## src/rtl/mexp_pkg.sv

```systemverilog
// Package with shared constants for the modular exponentiation unit.
package mexp_pkg;
	localparam int MODULUS_BITS_DEF = 31;
	localparam int OPERAND_BITS = 64;
endpackage

```

## src/rtl/mexp_divider.sv

```systemverilog
// Restoring divider: one quotient bit per cycle, 64-bit dividend, narrow divisor.
module mexp_divider
	import mexp_pkg::*;
#(
	parameter int MB = MODULUS_BITS_DEF
) (
	input  logic                    clk,
	input  logic                    arst_n,
	input  logic                    start,
	input  logic [OPERAND_BITS-1:0] dividend,
	input  logic [MB-1:0]           divisor,
	output logic                    done,
	output logic [OPERAND_BITS-1:0] quotient,
	output logic [MB-1:0]           remainder
);
	localparam int CW = $clog2(OPERAND_BITS + 1);

	logic [OPERAND_BITS-1:0] quo_q;
	logic [MB:0]             rem_q;
	logic [MB-1:0]           div_q;
	logic [CW-1:0]           cnt_q;
	logic                    busy_q;
	logic [MB:0]             trial;
	logic [MB:0]             diff;

	// One shift-subtract step.
	assign trial = {rem_q[MB-1:0], quo_q[OPERAND_BITS-1]};
	assign diff  = trial - {1'b0, div_q};

	always_ff @(posedge clk or negedge arst_n) begin
		if (!arst_n) begin
			busy_q <= 1'b0;
			cnt_q  <= '0;
			done   <= 1'b0;
		end else begin
			done <= 1'b0;
			if (start) begin
				busy_q <= 1'b1;
				cnt_q  <= CW'(OPERAND_BITS);
			end else if (busy_q) begin
				cnt_q <= cnt_q - 1'b1;
				if (cnt_q == CW'(1)) begin
					busy_q <= 1'b0;
					done   <= 1'b1;
				end
			end
		end
	end

	always_ff @(posedge clk) begin
		if (start) begin
			quo_q <= dividend;
			rem_q <= '0;
			div_q <= divisor;
		end else if (busy_q) begin
			if (!diff[MB]) begin
				rem_q <= diff;
				quo_q <= {quo_q[OPERAND_BITS-2:0], 1'b1};
			end else begin
				rem_q <= trial;
				quo_q <= {quo_q[OPERAND_BITS-2:0], 1'b0};
			end
		end
	end

	assign quotient  = quo_q;
	assign remainder = rem_q[MB-1:0];
endmodule

```

## config.mk

```make
export PLATFORM = sky130hd
export DESIGN_NAME = mexp_divider
export DESIGN_NICKNAME = d
export VERILOG_FILES = /design/src/rtl/mexp_pkg.sv /design/src/rtl/mexp_divider.sv
export SDC_FILE = /design/constraint.sdc
export NUM_CORES = 1
export LEC_CHECK = 0
export BUFFER_PORTS_ARGS = -buffer_cell sky130_fd_sc_hd__buf_4
export CAP_MARGIN = 20
export CORE_ASPECT_RATIO = 0.7
export CORE_MARGIN = 3
export CORE_UTILIZATION = 48
export DETAILED_ROUTE_END_ITERATION = 10
export GPL_TIMING_DRIVEN = 0
export PLACE_DENSITY_LB_ADDON = 0.08
export SETUP_SLACK_MARGIN = 0.3
export SLEW_MARGIN = 10
export SYNTH_ARGS = -nofsm -noshare
export SYNTH_HDL_FRONTEND = slang
export SYNTH_SLANG_ARGS = --single-unit
```

## constraint.sdc

```tcl
create_clock -name clk -period 2.8 [get_ports clk]
set_clock_uncertainty 0.15 [all_clocks]
set_input_delay 0.42 -clock clk [delete_from_list [all_inputs] [get_ports clk]]
set_output_delay 0.42 -clock clk [all_outputs]
set_load 0.05 [all_outputs]
```

==> flow_metrics.env, run 1 <==
export IMPL_layout_drive_gt1_share_pct=48.2
export IMPL_worst_slack_ns=-0.273
export IMPL_ys_types=63
export IMPL_worst_pin_slew_ns=1.06
export IMPL_synth_most_common_cell="edfxtp_1"
export IMPL_port_buffers=193
export IMPL_rrSetupSlack_ns=-0.27
export IMPL_synth_common_cells="95 x edfxtp_1, 68 x nand2_1, 63 x mux2_2"
export IMPL_drc=0
export IMPL_synth_seq_cells=135
export IMPL_grt_use_total_pct=25.8
export IMPL_maxSlewViolCount=0
export IMPL_routed_wl_um=22200
export IMPL_antenna_left=0
export IMPL_power_density_nw_per_um2=1070
export IMPL_cp_required_ns=2.80
export IMPL_tns_ns=-5.66
export IMPL_status="finished with violations"
export IMPL_areaGrowthSynthToFinish_pct=45.7
export IMPL_setup_viol=30
export IMPL_grt_first_pass_wirelength_um=33600
export IMPL_grt_max_degree=39
export IMPL_rsz0062_at_grt="yes"
export IMPL_vias=6411
export IMPL_clk_pin_slew_ns=0.06
export IMPL_max_cap_violations=0
export IMPL_async_reset_ff_share_pct=6.67
export IMPL_routedWlPerCell_um=19.7
export IMPL_worstHoldStart="divisor[21]"
export IMPL_diodes=0
export IMPL_die_h_um=109
export IMPL_syn_num_nets=809
export IMPL_violations="negative setup slack"
export IMPL_cts_num_sinks=135
export IMPL_clk_path_buf_depth=2
export IMPL_end_kind="flip-flop"
export IMPL_finalHoldWorstSlack_ns=0.0118
export IMPL_yosys_most_used_dff="edfxtp_1"
export IMPL_synth_area_um2=7310
export IMPL_min_delay_path_depth=1
export IMPL_via_per_inst=5.69
export IMPL_drt_iter0_drc=460
export IMPL_drtPass1Iterations=7
export IMPL_slew_limit_headroom_pct=29.5
export IMPL_fmax_mhz=325
export IMPL_dp_hpwl_um=15200
export IMPL_crit_path_start_kind="flip-flop"
export IMPL_antenna_found_initial=0
export IMPL_worstReg2RegEnd="quotient[0]$_DFFE_PP_"
export IMPL_hold_violations=0
export IMPL_hold_path_end="div_q[21]$_DFFE_PP_"
export IMPL_p_leak_nw=4.49
export IMPL_avgSynthCellArea_um2=10.8
export IMPL_rr_worst_depth=13
export IMPL_synth_top_cell_area_share_pct=39.0
export IMPL_gp_congestion=0.985
export IMPL_ir_drop_v=0.000662
export IMPL_cts_tree="built"
export IMPL_die_w_um=154
export IMPL_finalCriticalPeriod_ns=3.07
export IMPL_cts_htree_levels=4
export IMPL_synth_edff_count=95
export IMPL_std_cell_rows=37
export IMPL_fin_nets=1050
export IMPL_holdCritPathClass="input port to flip-flop"
export IMPL_timing_rr_start="div_q[27]$_DFFE_PP_"
export IMPL_finalCritPeriodShare_pct=110
export IMPL_yosysSeqAreaShare_pct=50.6
export IMPL_dp_slack_ns=-0.581
export IMPL_cts_root_buffer="clkbuf_16"
export IMPL_yosysWarnings=0
export IMPL_io_pins=194
export IMPL_start_util_pct=49.4
export IMPL_synth_area_leader_cell="edfxtp_1"
export IMPL_synthCells=677
export IMPL_worstSetupPathType="flip-flop to flip-flop"
export IMPL_first_global_vias=6384
export IMPL_cts_made_buffers=17
export IMPL_dieArea_um2=16800
export IMPL_path_max_fanout=7
export IMPL_insertion_delay_ns=0.43
export IMPL_synth_area_leaders="edfxtp_1 39%, mux2_2 9.7%, dfxtp_1 8.5%"
export IMPL_overflow=0
export IMPL_critPathArrivalTime_ns=3.08
export IMPL_core_um2=14800
timing repair:
action | 4_1_cts | 5_1_grt
gates resized for setup | 58 | 82
cloned | 4 | 1
buffers inserted | 12 | 10
setup endpoints to repair | 51 | 42
hold buffers | 1 | 0
endpoints found under the hold margin | 9 | 0
pin swaps | 22 | 35
area by class of cell:
class                   instances  area [um2]
inverters                      44         169
plain buffers                  35         239
clock inverters                14         171
multi-input cells             463        3920
flip-flops and latches        135        3740
well taps                     195         244
fillers                      1106        4160
repair buffers                222        1750
clock buffers                  18         429
registers in the layout (all words and copies together) (netlist names):
register  count
quotient     64
busy_q        1
done          1
div_q        31
rem_q        31
cnt_q         7
logic make-up (layout without fill, tap and decap cells):
kind of cell	after synthesis	in the layout	synth area share, %
AOI/OAI and AO/OA	140	140	13.2
xor gates and xnor gates	32	32	3.83
adders and majority gates	34	34	5.92
buffers and inverters	79	333	4.19
DFF	135	135	50.6
muxes	64	64	9.84
and+or+nand+nor	193	193	12.5
cell usage in the layout (no fill, tap or decap), types with 4 or more instances in the layout:
cell type	count
ha_1	21
a211oi_1	5
o21ai_0	15
nand3_2	5
inv_6	4
clkbuf_2	4
o21bai_1	6
dfxtp_4	5
xnor2_1	19
clkinvlp_4	4
and3_1	8
nand2_2	15
o21ai_1	5
nand4_1	8
nand3_1	10
a21oi_1	30
dfrtp_1	9
nand2b_1	7
a21oi_2	4
nor2_1	51
nor3_1	7
a21o_1	13
buf_4	212
buf_8	4
o211ai_1	5
edfxtp_1	95
clkbuf_1	17
dfxtp_2	17
a311oi_2	16
mux2_2	63
o21ai_2	5
nand2_1	47
inv_1	39
xor2_1	11
buf_6	12
nand2_4	6
ha_4	11
dfxtp_1	9
clkbuf_16	19
through the flow:
stage	power (mW)	cells	utilization, %	cell area (um2)
after floorplan	6.39	677	-	7470
after global placement	7.66	1065	61.8	9160
after detailed placement	7.74	1066	62.0	9180
after CTS	10.7	1115	69.1	10200
after global routing	11.9	1126	71.9	10700
final	11.4	1126	71.9	10700
how the worst max path moves through the flow:
stage / start / endpoint / slack (ns) / depth (start not counted)
6_report: div_q[27]$_DFFE_PP_ / quotient[0]$_DFFE_PP_ / -0.27 / 13
5_1_grt: rem_q[25]$_SDFFE_PP0P_ / rem_q[22]$_SDFFE_PP0P_ / -0.35 / 12
4_1_cts: div_q[18]$_DFFE_PP_ / rem_q[15]$_SDFFE_PP0P_ / -0.18 / 13
3_5_place_dp: div_q[6]$_DFFE_PP_ / rem_q[22]$_SDFFE_PP0P_ / -0.58 / 11
3_3_place_gp: div_q[6]$_DFFE_PP_ / rem_q[22]$_SDFFE_PP0P_ / -0.51 / 11
2_1_floorplan: quotient[63]$_DFFE_PP_ / rem_q[30]$_SDFFE_PP0P_ / -0.04 / 11
per-layer routing:
layer / share of wire [%] / vias up / GRT usage, %
met4: 2.0 / 0 / 9.64
met1: 44 / 3116 / 35.6
li1: - / 2975 / -
met2: 46 / 284 / 39.9
met3: 8.6 / 36 / 6.19
met5: 0 / - / 0
power by group:
| part | switching (mW) | internal (mW) |
|---|---|---|
| Combinational | 3.57 | 2.42 |
| Sequential | 0.433 | 2.63 |
| Clock | 0.905 | 1.41 |
| Total | 4.90 | 6.45 |
worst max-delay path, cell delays in order (launching register included):
cell and delay (ns):
edfxtp_1 0.33, inv_1 0.04, ha_1 0.28, buf_6 0.10, nand4_1 0.17, nor2_2 0.27
nand3_2 0.12, a211oi_4 0.31, nor3b_4 0.08, buf_6 0.13, xnor2_4 0.40, clkbuf_16 0.27
buf_12 0.11, o21ai_2 0.04
Power figures use the tool's default switching activity.
==> run 2: changes to the inputs <==
--- a/config.mk
+++ b/config.mk
@@ -14,7 +14,7 @@
 export GPL_TIMING_DRIVEN = 0
 export PLACE_DENSITY_LB_ADDON = 0.08
 export SETUP_SLACK_MARGIN = 0.3
-export SLEW_MARGIN = 10
+export SLEW_MARGIN = 30
 export SYNTH_ARGS = -nofsm -noshare
 export SYNTH_HDL_FRONTEND = slang
 export SYNTH_SLANG_ARGS = --single-unit
==> constraint.sdc (replaced) <==
create_clock -name clk -period 2.8 [get_ports clk]
set_clock_uncertainty 0.15 [all_clocks]
set_input_delay 0.42 -clock clk [delete_from_list [all_inputs] [get_ports clk]]
set_output_delay 0.42 -clock clk [all_outputs]
set_load 0.1 [all_outputs]
==> run 2 against run 1 <==
- the run still ends with negative setup slack left
- register-to-register slack gained 0.04 ns
- via count is essentially flat
- utilization shrank 0.059 points
- fmax grew 1.4%
- die area is the same
==> flow_metrics.env, run 2 (synthesis gave the netlist of run 1 again) <==
export IMPL_layout_commonest_cell="buf_4"
export IMPL_die_h_um=109
export IMPL_min_delay_path_depth=1
export IMPL_hold_path_end="div_q[14]$_DFFE_PP_"
export IMPL_worst_slack_ns=-0.230
export IMPL_worstSetupPathType="flip-flop to flip-flop"
export IMPL_cts_htree_levels=4
export IMPL_critPathArrivalTime_ns=3.20
export IMPL_p_leak_nw=4.52
export IMPL_hold_violations=0
export IMPL_dp_hpwl_um=14600
export IMPL_clk_pin_slew_ns=0.06
export IMPL_placedCellCount=1067
export IMPL_worstReg2RegEnd="rem_q[11]$_SDFFE_PP0P_"
export IMPL_dieArea_um2=16800
export IMPL_final_cell_mix="209 x buf_4, 95 x edfxtp_1, 63 x mux2_2, 49 x nor2_1, 43 x nand2_1"
export IMPL_std_cell_rows=37
export IMPL_via_per_inst=5.67
export IMPL_regArea_um2=3740
export IMPL_io_pins=194
export IMPL_grt_first_pass_wirelength_um=31900
export IMPL_status="finished with violations"
export IMPL_port_buffers=193
export IMPL_slew_limit_headroom_pct=40.8
export IMPL_fmax_mhz=330
export IMPL_ir_drop_v=0.000802
export IMPL_rr_worst_depth=13
export IMPL_end_kind="flip-flop"
export IMPL_cts_made_buffers=17
export IMPL_worst_pin_slew_ns=0.887
export IMPL_drc=0
export IMPL_vias=6412
export IMPL_areaGrowthSynthToFinish_pct=45.6
export IMPL_grt_use_total_pct=24.2
export IMPL_overflow=0
export IMPL_crit_top_cell="buf_6"
export IMPL_setup_viol=31
export IMPL_layout_drive_gt1_share_pct=49.5
export IMPL_crit_family="compound AO/OA/AOI/OAI gates"
export IMPL_core_um2=14800
export IMPL_maxSlewViolCount=0
export IMPL_rsz0062_at_grt="yes"
export IMPL_timing_rr_start="div_q[22]$_DFFE_PP_"
export IMPL_power_density_nw_per_um2=1180
export IMPL_antenna_left=0
export IMPL_finalCriticalPeriod_ns=3.03
export IMPL_largest_reg_flops=64
export IMPL_drt_iter0_drc=685
export IMPL_cp_required_ns=2.97
export IMPL_diodes=0
export IMPL_path_max_fanout=5
export IMPL_fin_nets=1055
export IMPL_finalCritPeriodShare_pct=108
export IMPL_start_util_pct=49.4
export IMPL_violations="negative setup slack"
export IMPL_die_w_um=154
export IMPL_grt_max_degree=33
export IMPL_worstHoldStart="divisor[14]"
export IMPL_crit_path_start_kind="flip-flop"
export IMPL_routedWlPerCell_um=19.2
export IMPL_cts_num_sinks=135
export IMPL_worst_path_largest_cell_delay_ns=0.45
export IMPL_routed_wl_um=21700
export IMPL_drtPass1Iterations=6
export IMPL_cts_tree="built"
export IMPL_rrSetupSlack_ns=-0.23
export IMPL_path_buf_inv=5
export IMPL_first_global_vias=6039
export IMPL_path_cells="inv_2 -> ha_4 -> buf_6 -> a21o_1 -> o41a_1 -> o2bb2ai_2 -> nor3b_4 -> buf_6 -> xnor2_4 -> buf_12 -> buf_8 -> nand2_4 -> a311oi_2"
export IMPL_insertion_delay_ns=0.42
export IMPL_finalNonFillerCells=1131
export IMPL_finalHoldWorstSlack_ns=0.0193
export IMPL_gp_congestion=0.906
export IMPL_holdCritPathClass="input port to flip-flop"
export IMPL_clk_path_buf_depth=2
export IMPL_max_cap_violations=0
export IMPL_multi_input_area_um2=3870
export IMPL_cts_root_buffer="clkbuf_16"
export IMPL_antenna_found_initial=0
export IMPL_tns_ns=-5.65
export IMPL_fill_cells=1073
export IMPL_fin_util_pct=71.9
export IMPL_critPathSlowestCell="edfxtp_1"
[run 2: metal layers]
layer	global-route usage (%)	up-vias	wire (um)
met5	0	-	0
met4	7.62	0	502
met3	6.23	42	1970
met2	37.1	299	9870
met1	33.9	3089	9340
li1	-	2982	-
[run 2: layout make-up]
cell class              count  share of cell area (%)
multi-input cells         463                    36.3
flip-flops and latches    135                    35.2
repair buffers            227                    17.3
clock buffers              19                    4.07
well taps                 195                    2.29
plain buffers              35                    2.10
inverters                  44                    1.59
clock inverters            13                    1.22
[run 2: report_power, final]
| part | internal, mW | leakage (nW) | total (mW) | switching (mW) |
|---|---|---|---|---|
| Combinational | 2.48 | 2.90 | 7.35 | 4.87 |
| Sequential | 2.64 | 1.36 | 3.05 | 0.416 |
| Clock | 1.30 | 0.265 | 2.17 | 0.864 |
[run 2: stage by stage]
step                setup WS (ns)  instance area [um2]  power [mW]
floorplan                  -0.381                 7430        7.61
global placement           -0.552                 9120        8.84
detailed placement         -0.620                 9180        8.92
CTS                        -0.146                10300        11.9
global route               -0.298                10600        13.1
finish                     -0.230                10600        12.6
[run 2: worst max-delay path by stage]
stage | from | to | slack [ns] | cells past startpoint
5_1_grt | div_q[22]$_DFFE_PP_ | rem_q[19]$_SDFFE_PP0P_ | -0.30 | 12
3_5_place_dp | div_q[14]$_DFFE_PP_ | rem_q[24]$_SDFFE_PP0P_ | -0.62 | 11
3_3_place_gp | div_q[14]$_DFFE_PP_ | rem_q[24]$_SDFFE_PP0P_ | -0.55 | 11
6_report | div_q[22]$_DFFE_PP_ | rem_q[11]$_SDFFE_PP0P_ | -0.23 | 13
2_1_floorplan | quotient[63]$_DFFE_PP_ | rem_q[28]$_SDFFE_PP0P_ | -0.38 | 11
4_1_cts | div_q[18]$_DFFE_PP_ | rem_q[19]$_SDFFE_PP0P_ | -0.15 | 14
[run 2: repair_timing]
| action | 4_1_cts | 5_1_grt |
|---|---|---|
| hold buffers | 1 | 0 |
| setup endpoints to repair | 51 | 51 |
| gates resized for setup | 76 | 75 |
| cloned | 3 | 1 |
| endpoints found under the hold margin | 9 | 0 |
| pin swaps | 38 | 36 |
| setup buffers | 19 | 8 |
==> run 3: changes to the inputs <==
--- a/config.mk
+++ b/config.mk
@@ -6,10 +6,10 @@
 export NUM_CORES = 1
 export LEC_CHECK = 0
 export BUFFER_PORTS_ARGS = -buffer_cell sky130_fd_sc_hd__buf_4
-export CAP_MARGIN = 20
+export CAP_MARGIN = 30
 export CORE_ASPECT_RATIO = 0.7
 export CORE_MARGIN = 3
-export CORE_UTILIZATION = 48
+export CORE_UTILIZATION = 58
 export DETAILED_ROUTE_END_ITERATION = 10
 export GPL_TIMING_DRIVEN = 0
 export PLACE_DENSITY_LB_ADDON = 0.08
==> constraint.sdc (replaced) <==
create_clock -name clk -period 3.74 [get_ports clk]
set_clock_uncertainty 0.15 [all_clocks]
set_input_delay 0.561 -clock clk [delete_from_list [all_inputs] [get_ports clk]]
set_output_delay 0.561 -clock clk [all_outputs]
set_load 0.1 [all_outputs]
==> run 3 against run 2 <==
- the run now ends clean
- non-clock buffer count is 29 lower
- clock power shrank 19%
- critical path depth shrank 1
- sequential share of layout area increased by 3.1 points
- setup slack gained 0.67 ns
- hold slack improved by 0.14 ns
- total power decreased by 32%
==> flow_metrics.env, run 3 (synthesis gave the netlist of run 1 again) <==
export IMPL_final_cell_mix="198 x buf_4, 95 x edfxtp_1, 68 x nand2_1, 63 x mux2_2, 52 x nor2_1"
export IMPL_grt_max_degree=36
export IMPL_finalNonFillerCells=1064
export IMPL_dp_hpwl_um=15700
export IMPL_crit_cells=12
export IMPL_tns_ns=0
export IMPL_vias=6416
export IMPL_totalPowerFinal_mw=8.52
export IMPL_areaGrowthSynthToFinish_pct=32.4
export IMPL_cts_htree_levels=4
export IMPL_drc=0
export IMPL_rsz0062_at_grt="yes"
export IMPL_routedWlPerCell_um=20.3
export IMPL_slew_limit_headroom_pct=32.1
export IMPL_holdCritPathClass="input port to flip-flop"
export IMPL_grt_use_total_pct=30.5
export IMPL_antenna_left=0
export IMPL_via_per_inst=6.03
export IMPL_status="complete, no violations"
export IMPL_layout_commonest_cell="buf_4"
export IMPL_hold_violations=0
export IMPL_ir_drop_v=0.000824
export IMPL_crit_path_start_kind="flip-flop"
export IMPL_power_density_nw_per_um2=879
export IMPL_finalCriticalPeriod_ns=3.30
export IMPL_dieArea_um2=14000
export IMPL_cts_tree="built"
export IMPL_min_delay_path_depth=1
export IMPL_layout_drive_gt1_share_pct=35.2
export IMPL_finalCritPeriodShare_pct=88.1
export IMPL_antenna_found_initial=0
export IMPL_path_buf_inv=3
export IMPL_port_buffers=193
export IMPL_gp_congestion=0.981
export IMPL_diodes=0
export IMPL_cp_required_ns=3.93
export IMPL_insertion_delay_ns=0.42
export IMPL_largest_reg_flops=64
export IMPL_drt_iter0_drc=578
export IMPL_cts_made_buffers=17
export IMPL_max_cap_violations=0
export IMPL_grt_first_pass_wirelength_um=33700
export IMPL_worst_pin_slew_ns=0.992
export IMPL_overflow=0
export IMPL_rr_worst_depth=12
export IMPL_end_kind="flip-flop"
export IMPL_io_pins=194
export IMPL_critPathSlowestCell="o211ai_1"
export IMPL_maxSlewViolCount=0
export IMPL_crit_family="compound AO/OA/AOI/OAI gates"
export IMPL_path_max_fanout=10
export IMPL_start_util_pct=60.9
export IMPL_cts_num_sinks=135
export IMPL_worst_path_largest_cell_delay_ns=0.40
export IMPL_clk_path_buf_depth=2
export IMPL_critPathArrivalTime_ns=3.49
export IMPL_core_um2=12000
export IMPL_fin_util_pct=80.6
export IMPL_die_h_um=100
export IMPL_die_w_um=140
export IMPL_placedCellCount=1028
export IMPL_worstSetupPathType="flip-flop to flip-flop"
export IMPL_p_leak_nw=4.22
export IMPL_fmax_mhz=303
export IMPL_path_cells="inv_1 -> ha_1 -> a21oi_1 -> nand2_1 -> o211ai_1 -> a211oi_2 -> nor3b_4 -> buf_4 -> xnor2_4 -> buf_2 -> nand2_1 -> o211ai_1"
export IMPL_fin_nets=1026
export IMPL_clk_pin_slew_ns=0.07
export IMPL_routed_wl_um=21600
export IMPL_setup_viol=0
export IMPL_cts_root_buffer="clkbuf_16"
export IMPL_std_cell_rows=33
export IMPL_drtPass1Iterations=5
export IMPL_first_global_vias=6434
## run 3: changes by cell type in the layout (fill, tap and decap cells not counted), moves of 8 or more
cell	change
a311oi_1	+14
a311oi_2	-14
dfxtp_1	+22
ha_1	+8
buf_6	-14
nand2_2	-18
nand2_1	+25
buf_4	-11
dfxtp_2	-18
## run 3: cell type report
type | instances | area (um2)
clock inverter | 15 | 179
clock buffer | 17 | 425
inverter | 44 | 168
buffer | 35 | 149
timing repair buffer | 198 | 1500
multi-input combinational | 463 | 3360
tap | 157 | 196
sequential | 135 | 3710
fill | 779 | 2330
## run 3: path summary, 6_finish.rpt
check / startpoint / end / slack (ns)
worst max register to register: div_q[6]$_DFFE_PP_ / rem_q[24]$_SDFFE_PP0P_ / 0.44
min in group asynchronous: arst_n / done$_DFF_PN0_ / 0.37
max in group asynchronous: arst_n / cnt_q[1]$_DFFE_PN0P_ / 2.91
worst min register to register: rem_q[23]$_SDFFE_PP0P_ / rem_q[23]$_SDFFE_PP0P_ / 0.35
worst max-delay path: div_q[6]$_DFFE_PP_ / rem_q[24]$_SDFFE_PP0P_ / 0.44
worst min-delay path: divisor[14] / div_q[14]$_DFFE_PP_ / 0.16
## run 3: where the power goes
group	total (mW)	switching (mW)	internal (mW)
Clock	1.75	0.737	1.01
Combinational	4.53	3.27	1.26
Sequential	2.23	0.291	1.94
## run 3: routing by layer
layer	GRT usage [%]	share of wire [%]	wire, um
met5	0	0	0
met3	8.57	10	2200
met4	9.68	1.7	370
met2	48.6	47	10000
met1	40.9	42	8970
## run 3: per-stage QoR
| step | instance area [um2] | hold WS, ns | worst slack, ns |
|---|---|---|---|
| after floorplan | 7320 | 0.115 | 0.312 |
| after global placement | 8970 | 0.242 | -0.117 |
| after detailed placement | 8990 | 0.247 | 0.0979 |
| after CTS | 9630 | 0.156 | 0.334 |
| after global routing | 9680 | 0.153 | 0.278 |
| final | 9680 | 0.159 | 0.445 |
## run 3: repair_timing
action | 4_1_cts | 5_1_grt
setup buffers | 1 | 2
setup endpoints to repair | 26 | 28
hold buffers | 1 | 0
hold endpoints to repair | 9 | 0
pin swaps | 1 | 2
resized for setup | 5 | 7
